File: config.mk
export PLATFORM = sky130hd
export DESIGN_NAME = mcc_ctrl
export DESIGN_NICKNAME = d
export VERILOG_FILES = /design/src/rtl/min_coin_change_dp_assert.svh /design/src/rtl/mcc_pkg.sv /design/src/rtl/mcc_ctrl.sv
export SDC_FILE = /design/constraint.sdc
export NUM_CORES = 1
export LEC_CHECK = 0
export BUFFER_PORTS_ARGS = -buffer_cell sky130_fd_sc_hd__buf_2
export CAP_MARGIN = 10
export CORE_AREA = 2 2 39 41
export DETAILED_ROUTE_END_ITERATION = 10
export DIE_AREA = 0 0 41 43
export PLACE_DENSITY = 0.34
export SYNTH_ARGS = -nofsm -noshare
export SYNTH_HDL_FRONTEND = slang
export SYNTH_SLANG_ARGS = --single-unit
File: constraint.sdc
create_clock -name clk -period 1.7 [get_ports clk]
set_clock_uncertainty 0.15 [all_clocks]
set_input_delay 0 -clock clk [delete_from_list [all_inputs] [get_ports clk]]
set_output_delay 0 -clock clk [all_outputs]
set_load 0.02 [all_outputs]
File: src/rtl/min_coin_change_dp_assert.svh
// Assertion helpers used by the RTL datapath.
// Both macros expect clk and rst_n to be visible where they are used.
`ifndef MIN_COIN_CHANGE_DP_ASSERT_SVH
`define MIN_COIN_CHANGE_DP_ASSERT_SVH

// Same-cycle implication.
`define MCC_ASSERT_IMPL(name, ante, cons) \
  name: assert property (@(posedge clk) disable iff (!rst_n) (ante) |-> (cons)) \
    else $error("min_coin_change_dp: assertion failed");

// Next-cycle implication.
`define MCC_ASSERT_NEXT(name, ante, cons) \
  name: assert property (@(posedge clk) disable iff (!rst_n) (ante) |=> (cons)) \
    else $error("min_coin_change_dp: assertion failed");

`endif

File: src/rtl/mcc_pkg.sv
`default_nettype none

package mcc_pkg;

  // Table size and coin slots.
  localparam int MAX_AMOUNT = 1023;
  localparam int MAX_COINS  = 4;
  localparam int DEPTH      = MAX_AMOUNT + 1;
  localparam int AMT_W      = $clog2(DEPTH);

  // Field widths fixed by the interface.
  localparam int TARGET_W = 10;
  localparam int COIN_W   = 10;
  localparam int CNT_W    = 10;
  localparam int CIU_W    = 3;
  localparam int ENTRY_W  = CNT_W + 1;

  // Width used to compare amounts against coin values.
  localparam int WIDE_W = (AMT_W > COIN_W) ? AMT_W : COIN_W;
  localparam int SEL_W  = (MAX_COINS > 1) ? $clog2(MAX_COINS) : 1;

  localparam logic [CNT_W-1:0] COUNT_LIMIT = {CNT_W{1'b1}};

  // Configuration port.
  localparam int CFG_IDX_W  = 3;
  localparam int CFG_DATA_W = 10;
  localparam logic [CFG_IDX_W-1:0] CFG_COINS_IN_USE = 3'd0;
  localparam logic [CFG_IDX_W-1:0] CFG_COIN_VALUE_0 = 3'd1;
  localparam logic [CFG_IDX_W-1:0] CFG_COIN_VALUE_1 = 3'd2;
  localparam logic [CFG_IDX_W-1:0] CFG_COIN_VALUE_2 = 3'd3;
  localparam logic [CFG_IDX_W-1:0] CFG_COIN_VALUE_3 = 3'd4;

  // Register reset values.
  localparam logic [CIU_W-1:0]  RST_COINS_IN_USE = 3'd3;
  localparam logic [COIN_W-1:0] RST_COIN_0 = 10'd1;
  localparam logic [COIN_W-1:0] RST_COIN_1 = 10'd2;
  localparam logic [COIN_W-1:0] RST_COIN_2 = 10'd5;
  localparam logic [COIN_W-1:0] RST_COIN_3 = 10'd1;

  // Commands from the controller to the datapath.
  typedef struct packed {
    logic load;
    logic init;
    logic scan;
    logic finish;
    logic emit;
  } mcc_cmd_t;

  // Status from the datapath to the controller.
  typedef struct packed {
    logic short_path;
    logic last_coin;
    logic last_amt;
    logic out_free;
  } mcc_sts_t;

endpackage

`default_nettype wire

File: src/rtl/mcc_ctrl.sv
`default_nettype none

module mcc_ctrl (
  input  wire             clk,
  input  wire             rst_n,
  input  wire             in_valid,
  output logic            in_stall,
  input  mcc_pkg::mcc_sts_t sts,
  output mcc_pkg::mcc_cmd_t cmd
);

  typedef enum logic [2:0] {
    S_IDLE,
    S_INIT,
    S_SCAN,
    S_FINISH,
    S_EMIT
  } state_t;

  state_t state_r;
  state_t state_nxt;

  // Items are taken only between computations.
  assign in_stall = (state_r != S_IDLE);

  // Commands follow directly from the state.
  always_comb begin
    cmd        = '0;
    cmd.load   = (state_r == S_IDLE) && in_valid;
    cmd.init   = (state_r == S_INIT);
    cmd.scan   = (state_r == S_SCAN);
    cmd.finish = (state_r == S_FINISH);
    cmd.emit   = (state_r == S_EMIT) && sts.out_free;
  end

  // Next state: scan each coin slot in turn, then finish the amount.
  always_comb begin
    state_nxt = state_r;
    case (state_r)
      S_IDLE: begin
        if (in_valid) state_nxt = S_INIT;
      end
      S_INIT: begin
        state_nxt = sts.short_path ? S_EMIT : S_SCAN;
      end
      S_SCAN: begin
        if (sts.last_coin) state_nxt = S_FINISH;
      end
      S_FINISH: begin
        state_nxt = sts.last_amt ? S_EMIT : S_SCAN;
      end
      S_EMIT: begin
        if (sts.out_free) state_nxt = S_IDLE;
      end
      default: begin
        state_nxt = S_IDLE;
      end
    endcase
  end

  always_ff @(posedge clk) begin
    if (!rst_n) begin
      state_r <= S_IDLE;
    end else begin
      state_r <= state_nxt;
    end
  end

endmodule

`default_nettype wire

==> results of run 1 <==
## logic make-up after synthesis
logic type / Yosys count / share of synthesized area [%]
buffers and inverters: 4 / 11.2
DFF: 3 / 30.0
muxes: 2 / 10.0
and+or+nand+nor: 10 / 35.6
AOI/OAI and AO/OA: 3 / 13.1
## placed cells by master (no fill, tap or decap)
cell | synthesis | routed
or3b_1 | 2 | 2
nor4_1 | 1 | 1
nand3b_1 | 1 | 1
buf_2 | 0 | 12
clkbuf_1 | 0 | 1
a211oi_1 | 1 | 1
inv_1 | 3 | 3
nor2_1 | 2 | 2
mux2i_1 | 2 | 2
nor3b_1 | 2 | 2
dfxtp_1 | 3 | 3
o32ai_1 | 1 | 1
a21bo_2 | 1 | 1
or3_2 | 1 | 1
dlygate4sd3_1 | 0 | 5
and3b_2 | 1 | 1
clkbuf_4 | 0 | 3
## worst max-delay path by stage
stage	start	slack (ns)	to
floorplan	state_r[1]	0.33	cmd[4]
global placement	state_r[2]	0.36	state_r[2]
detailed placement	state_r[2]	0.37	state_r[2]
CTS	state_r[1]	0.09	state_r[0]
global route	state_r[1]	0.005	state_r[0]
finish	state_r[1]	0.12	state_r[0]
## metrics by stage
step	worst slack, ns	power (W)	hold slack [ns]	utilization [%]	cells
after global placement	0.355	0.000136	0.0933	19.4	49
after floorplan	0.328	0.000118	-0.0326	-	22
final	0.123	0.000271	0.176	25.0	58
after detailed placement	0.372	0.000137	0.0891	19.4	49
after CTS	0.0946	0.000279	0.180	25.0	58
after global routing	0.00461	0.000298	0.218	25.0	58
## worst register-to-register path, cell delays in order (launching register included)
cell and delay, ns:
dfxtp_1 0.47, mux2i_1 0.23, nor4_1 0.06, dlygate4sd3_1 0.56
## power by group
part           switching, W  internal [W]  total [W]
logic             0.0000284     0.0000323  0.0000607
clock network     0.0000394     0.0000881   0.000128
registers        0.00000820     0.0000750  0.0000832
total             0.0000760      0.000195   0.000271
## final cells by class
type / instances / area [um2] / area share, %
multi-input combinational: 15 / 118 / 34.1
sequential: 3 / 60.1 / 17.4
timing repair buffer: 17 / 110 / 31.9
clock buffer: 4 / 26.3 / 7.61
tap: 16 / 20.0 / 5.80
inverter: 3 / 11.3 / 3.26
## per-layer routing
| layer | track usage (%) | up-vias | share of wire [%] |
|---|---|---|---|
| met5 | 0 | - | 0 |
| met4 | 8.00 | 0 | 0 |
| met3 | 3.14 | 0 | 7.6 |
| met2 | 11.9 | 9 | 49 |
| met1 | 8.63 | 101 | 43 |
| li1 | - | 120 | - |
==> metrics.md, run 1 <==
| Metric | Value |
|---|---|
| Global-route wire length before repair | 945 um |
| Ports | 13 |
| Critical path type | reg2reg |
| Worst-Skew Late Latency | 0.23 ns |
| Fin crit period | 1.58 ns |
| All-layer global routing usage | 8.32% |
| Max incr delay on CP | 0.56 ns |
| Commonest cells in the netlist | 3 x dfxtp_1, 3 x inv_1 |
| Worst R2R Path Depth | 3 |
| Syn Area/Cell | 9.10 um2 |
| CP Max Fanout | 9 |
| CTS resizes | 0 |
| Max-cap check violation count | 0 |
| Root buf cell | clkbuf_4 |
| Buf/Inv on CP | 1 |
| Fill cells | 169 |
| R2R setup slack | 0.12 ns |
| Layout cells sized above 1 | 42.9% |
| Remaining Overflow, GRT | 0 |
| # diodes | 0 |
| Clk pin slew, worst setup/hold paths | 0.04 ns |
| Die width | 41 um |
| Synth area leaders | dfxtp_1 30%, mux2i_1 10%, or3b_1 8.8%, nor3b_1 7.5%, buf_6 5.6% |
| Post-route DRC | 0 |
| Synthesized cell area | 200 um2 |
| Largest net degree at the start of global routing | 10 |
| Max H-tree Level | 1 |
| Hold Path Origin | in_valid |
| Period utilization | 92.7% |
| IO buf count | 12 |
| Ys flop type | dfxtp_1 |
| Final-report max-slew violation count | 0 |
| TritonCTS Buffers | 3 |
| Hold endpoint | cmd[4] |
| Area after DPL | 269 um2 |
| Syn nets | 29 |
| PwrDens | 786 nW/um2 |
| Seq cells post-synth | 3 |
| Setup TNS | 0 ns |
| Max FFs per register | 3 |
| Yosys top cell area share | 30.0% |
| Top delay family on crit path | buffers and inverters |
| Post-synth cell types | 14 |
| Via count | 230 |
| Seq/Total Area, Yosys | 30.0% |
| CTS Hold Bufs | 5 |
| Initial antenna violation count | 0 |
| Actual slew at the worst max-slew pin | 0.278 ns |
| Final Cell Area | 345 um2 |
| Die Y | 43 um |
| Crit Reg-Reg Endpoint | state_r[0] |
| Initial core utilization | 14.5% |
| DR WL/cell | 9.09 um |
| Ys Warns | 0 |
| Row Count | 14 |
| RSZ-0062 raised after global routing | no |
| Die area | 1760 um2 |
| Initial DRC Count | 1 |
| Nets | 50 |
| Clock buffer depth | 2 |
| WP data arrival | 1.55 ns |
| Area Growth Syn to Fin | 72.5% |
| Core area | 1380 um2 |
| Worst Path Required | 1.67 ns |
| Crit path cell chain | mux2i_1, nor4_1, dlygate4sd3_1 |
| Biggest register | state_r |
| Regs by FF count | state_r (3) |
| Hold Vio Cnt, Final | 0 |
| Post-DRT Antenna Nets | 0 |
| FFs w/ async S/R, synth | 0% |
| RR Startpoint | state_r[1] |
| Status | complete, no violations |
| Vias in the first global route | 239 |
| RD Place Congestion | 0.709 |
| Worst slew margin | 81.4% |
| Crit-path slowest cell | dlygate4sd3_1 |
| Fmax | 0.634 GHz |
| Post-CTS setup buffer count | 0 |
| Crit end category | flop |
| Num Clock Sinks | 3 |
| Hold Crit Class | in2out |
| TritonCTS clock tree | yes |
| Leakage | 0.167 nW |
| DR vias/cell | 3.97 |
| Drt total wl | 527 um |
| Worst ir drop on vdd | 0.000177 V |
| Mapped Cells | 22 |
| Post-synth top area cell | dfxtp_1 |
| Pre-Repair DR Iteration Count | 2 |
| Setup violations, final | 0 |
| Startpoint Class | flop |
| Levels on crit path | 3 |
| Hold path cells | 4 |
| Post-synth EDFFs | 0 |
Power figures use the tool's default switching activity.
==> run 2: changes to the inputs <==
Clock period 1.7 ns to 1.5 ns, I/O delays scaled along.
==> run 2 against run 1 <==
Compared with the run above: sequential share of layout area up 0.074 points; worst hold slack better by 0.16 ns; non-clock buffer count up 1; total power up 16%; setup slack worse by 0.0093 ns; sequential power up 15%; die area unchanged; final cell count up 1.7%; combinational power up 22%; critical path type is now reg2out.
==> metrics.md, run 2 (same netlist as run 1, synthesis figures left out) <==
| Metric | Value |
|---|---|
| Status | complete, no violations |
| Fmax | 0.722 GHz |
| PwrDens | 860 nW/um2 |
| Switch Pwr | 0.0000866 W |
| TritonCTS Buffers | 3 |
| Worst Path Required | 1.35 ns |
| Post-DRT Antenna Nets | 0 |
| Row Count | 14 |
| Ports | 13 |
| Regs by FF count | state_r (3) |
| Cell-internal power | 0.000228 W |
| CP Max Fanout | 9 |
| Clock buffer depth | 2 |
| Worst ir drop on vdd | 0.000197 V |
| Most common cell after layout, fill and taps aside | buf_2 |
| Flop pwr share | 30.5% |
| Top delay family on crit path | simple AND/OR/NAND/NOR gates |
| GRT Max-Usage Layer | met2 |
| RSZ-0062 raised after global routing | no |
| Pre-Repair DR Iteration Count | 1 |
| Hold Vio Cnt, Final | 0 |
| DR vias/cell | 3.98 |
| Root buf cell | clkbuf_4 |
| # diodes | 0 |
| Combinational power share | 23.5% |
| Hold Crit Class | reg2reg |
| RD Place Congestion | 0.709 |
| Setup TNS | 0 ns |
| Hold Path Origin | state_r[2] |
| Largest net degree at the start of global routing | 10 |
| Met2 usage | 11.6% |
| Final core occ | 26.4% |
| Placed cell count | 49 |
| Worst slew margin | 83.6% |
| IO buf count | 12 |
| Remaining Overflow, GRT | 0 |
| Critical path type | reg2out |
| Initial DRC Count | 0 |
| Switching Share | 27.6% |
| Via count | 235 |
| Layout cells sized above 1 | 48.8% |
| Area Growth Syn to Fin | 82.5% |
| Post-CTS setup buffer count | 0 |
| Nets | 51 |
| Vias in the first global route | 233 |
| Actual slew at the worst max-slew pin | 0.245 ns |
| Global-route wire length before repair | 917 um |
| Clock power frac | 46.0% |
| Area after DPL | 269 um2 |
| Initial antenna violation count | 0 |
| Setup violations, final | 0 |
| Met3 usage | 3.14% |
| Clk pin slew, worst setup/hold paths | 0.04 ns |
| Final Cell Area | 365 um2 |
| DR WL/cell | 8.75 um |
| Initial core utilization | 14.5% |
| TritonCTS clock tree | yes |
| Leakage | 0.171 nW |
| Core area | 1380 um2 |
| Crit end category | output pin |
| Biggest register | state_r |
| Commonest cells after routing, fill and taps aside | 11 x buf_2, 6 x dlygate4sd3_1, 3 x inv_1, 3 x clkbuf_4, 3 x dfxtp_2 |
| Worst-Skew Late Latency | 0.23 ns |
| Period utilization | 92.4% |
| Max incr delay on CP | 0.39 ns |
| Die Y | 43 um |
| Post-route insts no fill | 59 |
| Num Clock Sinks | 3 |
| GRT met1 Usage | 8.31% |
| Post-route DRC | 0 |
| Drt total wl | 516 um |
| Max H-tree Level | 1 |
| Fill cells | 166 |
| Die width | 41 um |
| WP data arrival | 1.24 ns |
| Final-report max-slew violation count | 0 |
| Max-cap check violation count | 0 |
| Crit path cell chain | or3_4, nor2_1, buf_4 |
| Crit path from | state_r[0] |
| Max FFs per register | 3 |
| Fin crit period | 1.39 ns |
| Buf/Inv on CP | 1 |
| All-layer global routing usage | 8.12% |
| Startpoint Class | flop |
| Crit-path slowest cell | or3_4 |
| RR Startpoint | state_r[2] |
| Die area | 1760 um2 |
[run 2: cell count changes in the layout (fill, tap and decap cells not counted), sizes merged]
cell	delta
dlygate4sd3	+1
[run 2: final cells by class]
cell class                 count  area [um2]  share of cell area (%)
clock buffer                   4        26.3                    7.19
inverter                       3        11.3                    3.08
multi-input combinational     15         121                    33.2
sequential                     3        63.8                    17.5
tap                           16        20.0                    5.48
timing repair buffer          18         123                    33.6
[run 2: metrics by stage]
| step | power, W | hold slack [ns] | worst slack (ns) |
|---|---|---|---|
| 6_report | 0.000314 | 0.335 | 0.114 |
| 5_1_grt | 0.000345 | 0.370 | 0.0106 |
| 4_1_cts | 0.000322 | 0.348 | 0.0780 |
| 3_5_place_dp | 0.000155 | 0.0891 | 0.172 |
| 3_3_place_gp | 0.000154 | 0.0933 | 0.155 |
| 2_1_floorplan | 0.000133 | -0.0326 | 0.128 |
[run 2: power groups by stage]
| stage | Combinational, W | Sequential [W] | Clock (W) |
|---|---|---|---|
| global placement | 0.0000591 | 0.0000952 | 0 |
| detailed placement | 0.0000589 | 0.0000959 | 0 |
| finish | 0.0000739 | 0.0000957 | 0.000145 |
| global route | 0.0000807 | 0.0000975 | 0.000166 |
| floorplan | 0.0000421 | 0.0000911 | 0 |
| CTS | 0.0000752 | 0.0000955 | 0.000151 |
[run 2: path summary, 6_finish.rpt]
| check | endpoint | cells after the start | slack (ns) |
|---|---|---|---|
| min | state_r[1] | 1 | 0.34 |
| max | cmd[4] | 3 | 0.11 |
| min reg2reg | state_r[1] | 1 | 0.34 |
| max reg2reg | state_r[2] | 2 | 0.24 |
[run 2: layer usage]
metal / routed length (um) / share of wire [%]
met4: 0 / 0
met5: 0 / 0
met2: 261 / 51
met3: 36 / 7.0
met1: 219 / 42
[run 2: timing repair]
| action | CTS | global route |
|---|---|---|
| endpoints found under the hold margin | 3 | 0 |
| hold buffers | 6 | 0 |
| setup endpoints to repair | 1 | 1 |
| gates resized for setup | 4 | 1 |
| pin swaps | 1 | 0 |
